===== src/hdl/leh_pkg.sv =====
// ----------------------------------------------------------------------------
// leh_pkg
// Shared sizes, command codes, cell control and payload types of the line
// editor with history.
// ----------------------------------------------------------------------------
package leh_pkg;

  localparam int LINE_CAPACITY    = 64;
  localparam int HISTORY_ENTRIES  = 8;
  localparam int HIST_ENTRY_BYTES = 64;

  localparam int PW  = $clog2(LINE_CAPACITY);
  localparam int SW  = (HISTORY_ENTRIES > 1) ? $clog2(HISTORY_ENTRIES) : 1;
  localparam int CW  = $clog2(HISTORY_ENTRIES + 1);
  localparam int ELW = $clog2(HIST_ENTRY_BYTES);
  localparam int AW  = $clog2(HISTORY_ENTRIES * HIST_ENTRY_BYTES);

  localparam logic [4:0] CMD_LEFT       = 5'd0;
  localparam logic [4:0] CMD_RIGHT      = 5'd1;
  localparam logic [4:0] CMD_WORD_LEFT  = 5'd2;
  localparam logic [4:0] CMD_WORD_RIGHT = 5'd3;
  localparam logic [4:0] CMD_HOME       = 5'd4;
  localparam logic [4:0] CMD_END        = 5'd5;
  localparam logic [4:0] CMD_SEL_LEFT   = 5'd6;
  localparam logic [4:0] CMD_SEL_RIGHT  = 5'd7;
  localparam logic [4:0] CMD_SEL_WLEFT  = 5'd8;
  localparam logic [4:0] CMD_SEL_WRIGHT = 5'd9;
  localparam logic [4:0] CMD_SEL_HOME   = 5'd10;
  localparam logic [4:0] CMD_SEL_END    = 5'd11;
  localparam logic [4:0] CMD_DEL_LEFT   = 5'd12;
  localparam logic [4:0] CMD_DEL_RIGHT  = 5'd13;
  localparam logic [4:0] CMD_DEL_WORD   = 5'd14;
  localparam logic [4:0] CMD_PREV       = 5'd15;
  localparam logic [4:0] CMD_NEXT       = 5'd16;
  localparam logic [4:0] CMD_INSERT     = 5'd17;
  localparam logic [4:0] CMD_COMMIT     = 5'd18;

  // cell operations
  localparam logic [1:0] OP_HOLD  = 2'd0;
  localparam logic [1:0] OP_INS   = 2'd1;
  localparam logic [1:0] OP_DEL   = 2'd2;
  localparam logic [1:0] OP_WRITE = 2'd3;

  typedef struct packed {
    logic [1:0]    op;
    logic [PW-1:0] pos;
    logic [7:0]    data;
  } cell_ctrl_t;

  typedef struct packed {
    logic [4:0] cmd;
    logic [7:0] char_byte;
  } command_t;

  typedef struct packed {
    logic       is_line_byte;
    logic [7:0] line_byte;
    logic       last;
    logic [5:0] line_length;
    logic [5:0] cursor_pos;
    logic       select_on;
    logic [5:0] anchor_pos;
  } result_t;

  function automatic logic is_word_byte(input logic [7:0] c);
    return (c >= 8'h61 && c <= 8'h7a) || (c >= 8'h41 && c <= 8'h5a) ||
           (c >= 8'h30 && c <= 8'h39) || (c == 8'h5f);
  endfunction

  function automatic logic is_blank_byte(input logic [7:0] c);
    return (c == 8'h20) || (c == 8'h09);
  endfunction

endpackage


===== src/hdl/leh_cell.sv =====
// ----------------------------------------------------------------------------
// leh_cell
// One byte of the line; opens a gap, closes a gap or takes a new byte.
// ----------------------------------------------------------------------------
module leh_cell (
  input  logic                  clk,
  input  leh_pkg::cell_ctrl_t   ctrl,
  input  logic [leh_pkg::PW-1:0] idx,
  input  logic [7:0]            left_byte,
  input  logic [7:0]            right_byte,
  output logic [7:0]            data,
  output logic                  word_c,
  output logic                  blank_c
);
  import leh_pkg::*;

  always_ff @(posedge clk) begin
    case (ctrl.op)
      OP_INS: begin
        if (idx > ctrl.pos) begin
          data <= left_byte;
        end else if (idx == ctrl.pos) begin
          data <= ctrl.data;
        end
      end
      OP_DEL: begin
        if (idx >= ctrl.pos) begin
          data <= right_byte;
        end
      end
      OP_WRITE: begin
        if (idx == ctrl.pos) begin
          data <= ctrl.data;
        end
      end
      default: begin
      end
    endcase
  end

  assign word_c  = is_word_byte(data);
  assign blank_c = is_blank_byte(data);

endmodule


===== config.mk =====
export PLATFORM = sky130hd
export DESIGN_NAME = leh_cell
export DESIGN_NICKNAME = d
export VERILOG_FILES = /design/src/hdl/leh_pkg.sv /design/src/hdl/leh_cell.sv
export SDC_FILE = /design/constraint.sdc
export NUM_CORES = 1
export LEC_CHECK = 0
export ABC_AREA = 1
export CELL_PAD_IN_SITES_DETAIL_PLACEMENT = 0
export CELL_PAD_IN_SITES_GLOBAL_PLACEMENT = 1
export CORE_UTILIZATION = 35
export CTS_CLUSTER_DIAMETER = 120
export CTS_CLUSTER_SIZE = 20
export DETAILED_ROUTE_END_ITERATION = 10
export DONT_BUFFER_PORTS = 1
export PLACE_DENSITY = 0.71
export SLEW_MARGIN = 20
export SYNTH_ARGS = -nofsm -noshare
export SYNTH_HDL_FRONTEND = slang
export SYNTH_SLANG_ARGS = --single-unit
export TNS_END_PERCENT = 10

===== constraint.sdc =====
create_clock -name clk -period 2.87 [get_ports clk]
set_clock_uncertainty 0.05 [all_clocks]
set_input_delay 0.4305 -clock clk [delete_from_list [all_inputs] [get_ports clk]]
set_output_delay 0.4305 -clock clk [all_outputs]
set_load 0.02 [all_outputs]

==> results of run 1 <==
## worst min path at each step
stage,start,endpoint,slack [ns]
after floorplan,right_byte[0],data[0],0.63
after global placement,right_byte[5],data[5],0.66
after detailed placement,right_byte[5],data[5],0.66
after CTS,right_byte[5],data[5],0.40
after global routing,right_byte[5],data[5],0.43
final,right_byte[5],data[5],0.40
## cell type report
cell class,count,area [sq um]
fillers,247,1350
multi-input cells,106,552
flip-flops and latches,8,240
inverters,25,98.8
well taps,28,35.0
clock buffers,3,22.5
## synthesized netlist by cell type
cell type / number / share of area [%]
nor2_2: 1 / 0.70
o21bai_1: 1 / 0.84
inv_1: 21 / 8.8
o2111ai_1: 1 / 0.98
inv_2: 3 / 1.3
a21oi_1: 1 / 0.56
nand3_1: 20 / 11
nand2_4: 2 / 2.5
nor2_1: 4 / 1.7
nand3_4: 1 / 2.0
edfxtp_1: 8 / 27
nor2_4: 1 / 1.3
a21oi_4: 1 / 1.8
nand2_2: 3 / 2.1
nand2_1: 60 / 25
o21ai_0: 3 / 1.7
ha_1: 6 / 8.4
a211oi_1: 1 / 0.84
clkinv_4: 1 / 0.98
## kinds of logic after synthesis
family | count (synthesis) | share of synthesized area (%)
DFF | 8 | 27.0
AOI/OAI and AO/OA | 8 | 6.74
buffers and inverters | 25 | 11.1
and+or+nand+nor | 92 | 46.8
adders and majority gates | 6 | 8.43
## placed cells by master, fill, tap and decap left out
cell type,netlist,routed
a211oi_1,1,1
a21oi_1,1,1
a21oi_4,1,1
clkbuf_4,0,3
clkinv_4,1,1
edfxtp_1,8,8
ha_1,6,6
inv_1,21,21
inv_2,3,3
nand2_1,60,60
nand2_2,3,3
nand2_4,2,2
nand3_1,20,20
nand3_4,1,1
nor2_1,4,4
nor2_2,1,1
nor2_4,1,1
o2111ai_1,1,1
o21ai_0,3,3
o21bai_1,1,1
## report_power, final
| group | total [W] | internal, W | switching [W] | leakage, nW |
|---|---|---|---|---|
| Sequential | 0.000204 | 0.000156 | 0.0000483 | 0.0811 |
| Combinational | 0.000132 | 0.0000480 | 0.0000840 | 0.429 |
| Clock | 0.0000810 | 0.0000475 | 0.0000335 | 0.0138 |
## routing by layer
metal / vias up / wire length (um) / share of wire, %
met5: - / 0 / 0
met4: 0 / 0 / 0
met3: 0 / 166 / 8.5
met2: 35 / 894 / 46
met1: 345 / 883 / 45
li1: 449 / - / -
## stage by stage
step | worst slack, ns | std cells | cell area, sq um | utilization (%)
floorplan | 0.780 | 139 | 891 | -
global placement | 0.674 | 167 | 926 | 40.3
CTS | 0.571 | 170 | 948 | 41.3
global route | 0.469 | 170 | 948 | 41.3
finish | 0.582 | 170 | 948 | 41.3
detailed placement | 0.601 | 167 | 926 | 40.3
## worst min-delay path, stage by stage
cell and delay, ns:
nand2_1 0.03, nand2_1 0.05, inv_1 0.04, nand2_1 0.04
==> results.md, run 1 <==
- First-pass iteration count of the detailed router: 4
- Met1 usage: 19.6%
- Delay-heaviest family, CP: compound AO/OA/AOI/OAI gates
- CP Capture Point: blank_c
- Synth cell types: 19
- Global route overflow: 0
- Bufs on Longest Clock Path: 2
- Mapped cell area: 891 sq um
- CTS tree: done
- Row Count: 17
- Fmax: 437 MHz
- Final hold slack: roughly 0.40 ns
- Reg2Reg Depth: 4
- Worst Hold Depth: 4
- Clk root buf: clkbuf_4
- Slew headroom: between 50 and 60%
- Total routed wirelength: about 1.9 mm
- Total GRT Usage: ~16%
- Post-CTS Setup Inserts: 0
- Worst R2R Setup Slack: 1.70 ns
- Register bit total from synthesis: 8
- Hold Crit Class: primary input to register
- Max reg flops: 8
- PortBufs: 0
- H-tree depth: 1
- CP bufs+invs: 0
- TritonCTS buffer count: 3
- Worst-path cell chain: nor2_1 > nand2_1 > o21ai_0 > nand2_1 > a211oi_1
- Clock Latency Late Sink: 0.25 ns
- Setup TNS: 0 ns
- Max Slew Vio Count: 0
- Peak supply drop: 0.220 mV
- Final Cycle Share: 79.7%
- Initial antenna violation count: 0
- Final ANT Viol Nets: 0
- Routed via count: 829
- Fin crit period: 2.29 ns
- Vias in the first global route: 799
- Startpoint types: register
- Post-DP HPWL: 1.73 mm
- Final hold vios: 0
- Grt peak-use layer: met2
- Antenna Cells: 0
- Sequential-to-total area share from yosys stat: between 20% and 30%
- Origin of the critical flop-to-flop path: data[2]
- CP arrival: 1.81 ns
- R2R Path End: data[2]
- Biggest register: data
- Die Wd: around 52 um
- Global Route met2 Usage: 27.4%
- Top Registers: data x8
- Gpl congestion: 0.690
- Wirelength per Cell: 11.4 um
- M3 GR Usage: 2.03%
- Clk sinks: 8
- CP startpoint: data[0]
- RSZ-0062 raised after global routing: no
- Area Growth Syn to Fin: 6.46%
- Status: complete, no violations
- DR DRC count: 0
- Die area: 2750 sq um
- Reg clk slew, reported paths: 0.05 ns
- Die Y: 52.5 um
- Critical path depth in cells: 5
- Vias/cell: 4.88
- Nets: 189
- CP endpoint kind: output pin
- Hold buffer count at cts: 0
- Largest net degree at the start of global routing: 11
- PD cells: 440 nW/um^2
- Critical path class: register to output pin
- Syn Nets: between 150 and 200
- Starting Density: 38.8%
- Total power: 0.000417 W
- Mean Syn Cell Area: between 6 and 7 sq um
- Critical path fanouts, max: 6
- # IOs: 49
- WP data required: 2.39 ns
- Core area: ~2300 sq um
- Global-route wire length before repair: approximately 3.2 mm
- Syn Inst Count: 139
- Synth warn: 0
- PostCTS Resize Cnt: 0
- Max-cap violations: 0
- First DRT Iteration DRCs: 11
- Pleak: roughly 0.52 nW
- Slowest stage cell, crit path: a211oi_1
- Layout cells sized above 1: 11.3%
- Final Setup Violations: 0
- CP dominant cell by count: nand2_1
- Max incr delay on CP: ~0.55 ns
- Worst Tran Pin Value: 0.685 ns
(Power assumes the default switching activity.)
==> run 2: changes to the inputs <==
- ABC_AREA: 1 -> 0
- PLACE_DENSITY: 0.71 -> 0.69
- clock period: 2.87 -> 1.85 ns (I/O delays scaled with it)
==> results.md, run 2 <==
- Worst Tran Pin Value: 0.986 ns
- Reg clk slew, reported paths: 0.05 ns
- Cell Int Power: approximately 0.00047 W
- Bufs on Longest Clock Path: 2
- PortBufs: 0
- Die area: 2790 sq um
- Antenna Cells: 0
- Dominant cell type by area after synthesis: edfxtp_1
- Final hold vios: 0
- Critical path class: register to output pin
- Final ANT Viol Nets: 0
- Die Y: 52.8 um
- Top Registers: data x8
- Final Setup Violations: 0
- Largest net degree at the start of global routing: 17
- Syn Nets: 145
- H-tree depth: 1
- Reg2Reg Depth: 4
- Total GRT Usage: 16.9%
- Status: complete, no violations
- CP endpoint kind: output pin
- Area Growth Syn to Fin: 28.3%
- First DRT Iteration DRCs: 13
- Synth cell count leaders: a21oi_1 (12), nand2_1 (11)
- Post-DP HPWL: 1.80 mm
- Final Cell Area: 1160 sq um
- Commonest non-fill, non-tap cell in the layout: buf_4
- Mapped cell area: about 900 sq um
- Routed via count: approximately 850
- Max-cap violations: 0
- RSZ-0062 raised after global routing: yes
- Synth area leaders: edfxtp_1 (27%), mux2i_1 (8.9%), ha_1 (8.3%)
- Peak supply drop: 0.279 mV
- Die Wd: 52.8 um
- FFs w/ async S/R, synth: 0%
- Gate power share: between 40 and 50%
- Startpoint types: register
- Synth warn: 0
- Final Cycle Share: a little over nine tenths
- Vias/cell: approximately 5.7
- DR DRC count: 0
- Clk root buf: clkbuf_4
- Hold Crit Class: primary input to register
- Post-synth EDFFs: 8
- Wirelength per Cell: 15.2 um
- Most frequent cells in the layout: buf_4 (17), nand2_1 (10), a21oi_1 (9)
- Initial antenna violation count: 0
- Global-route wire length before repair: 3.37 mm
- Core area: 2450 sq um
- Clock Latency Late Sink: 0.26 ns
- Finished Core Util: 47.2%
- Synth cell types: 27
- Pleak: 0.540 nW
- WP data required: 1.52 ns
- Top_reg_cell synth: edfxtp_1
- Critical path fanouts, max: 2
- Max Slew Vio Count: 0
- # IOs: 49
- Global route overflow: 0
- TritonCTS buffer count: 3
- CP arrival: between 1 and 1.5 ns
- Total routed wirelength: 2.26 mm
- Fmax: 557 MHz
- Starting Density: 36.8%
- Worst Hold Depth: 2
- Hold buffer count at cts: 0
- Placement Cell Area: 1060 sq um
- Nets: 165
- Most frequent cell after synthesis: a21oi_1
- Clock network fraction of total power: 17.9%
- Reg power frac: 37.2%
- Layout cells sized above 1: 32.2%
- Mean Syn Cell Area: 9.03 sq um
- Clk sinks: 8
- Register bit total from synthesis: 8
- Row Count: 18
- Fin crit period: approximately 1.8 ns
- First-pass iteration count of the detailed router: 4
- CTS tree: done
- P_sw: 0.000271 W
- Sequential-to-total area share from yosys stat: 26.6%
- Max reg flops: 8
- Gpl congestion: 0.823
- Slew headroom: between 30 and 40%
- Yosys top cell area share: 26.6%
- Switch share: roughly 37%
- Syn Inst Count: 100
- PD cells: 639 nW/um^2
- Vias in the first global route: 808
- Biggest register: data
- Worst R2R Setup Slack: about 0.5 ns
[run 2: area by class of cell]
cell class	instances	area, sq um
Fill cell	232	1300
Clock buffer	3	22.5
Sequential cell	8	240
Tap cell	30	37.5
Timing Repair Buffer	20	170
Inverter	7	26.3
Multi-Input combinational cell	80	662
[run 2: cell families (layout without fill, tap and decap cells)]
kind of cell	count (synthesis)	after routing	synth area share (%)
buffers and inverters	12	30	6.65
DFF	8	8	26.6
adders and majority gates	6	6	8.31
and+or+nand+nor	32	32	19.7
AOI/OAI and AO/OA	34	34	29.9
muxes	8	8	8.86
[run 2: repair_timing]
| action | in CTS | in global routing |
|---|---|---|
| gates resized for setup | 3 | 7 |
| pin swaps | 1 | 2 |
| setup endpoints to repair | 2 | 2 |
| buffers inserted | 1 | 3 |
[run 2: power by group through the flow]
stage / sequential, W / combinational (W) / clock (W)
after floorplan: 0.000308 / 0.000163 / 0
after global placement: 0.000278 / 0.000274 / 0
after detailed placement: 0.000278 / 0.000281 / 0
after CTS: 0.000274 / 0.000295 / 0.000130
after global routing: 0.000280 / 0.000362 / 0.000145
final: 0.000276 / 0.000333 / 0.000132
[run 2: critical path, stage by stage, from the launching register on]
cell	delay, ns
edfxtp_1	0.38
or3_4	0.43
o311ai_2	0.26
a21oi_2	0.15
[run 2: worst paths after layout]
check / start / end
worst min register to register: data[3] / data[3]
worst max-delay path: data[1] / word_c
worst max register to register: data[2] / data[2]
worst min-delay path: right_byte[3] / data[3]
[run 2: metrics by stage]
step	power, W	hold slack [ns]	setup slack [ns]	TNS [ns]	std cells
after global routing	0.000787	0.179	-0.0120	-0.0120	148
after floorplan	0.000472	0.421	-0.0931	-1.38	100
after global placement	0.000552	0.425	-0.0577	-0.739	141
after detailed placement	0.000559	0.433	-0.117	-1.47	141
final	0.000741	0.169	0.0535	0	148
after CTS	0.000700	0.174	0.0354	0	145
[run 2: routing by layer]
metal  vias up  global-route usage (%)  part of all wire [%]
met2        41                    28.7                    46
li1        423                       -                     -
met3         7                    2.90                   8.0
met1       375                    19.5                    44
met5         -                       0                     0
met4         0                    10.1                   2.0
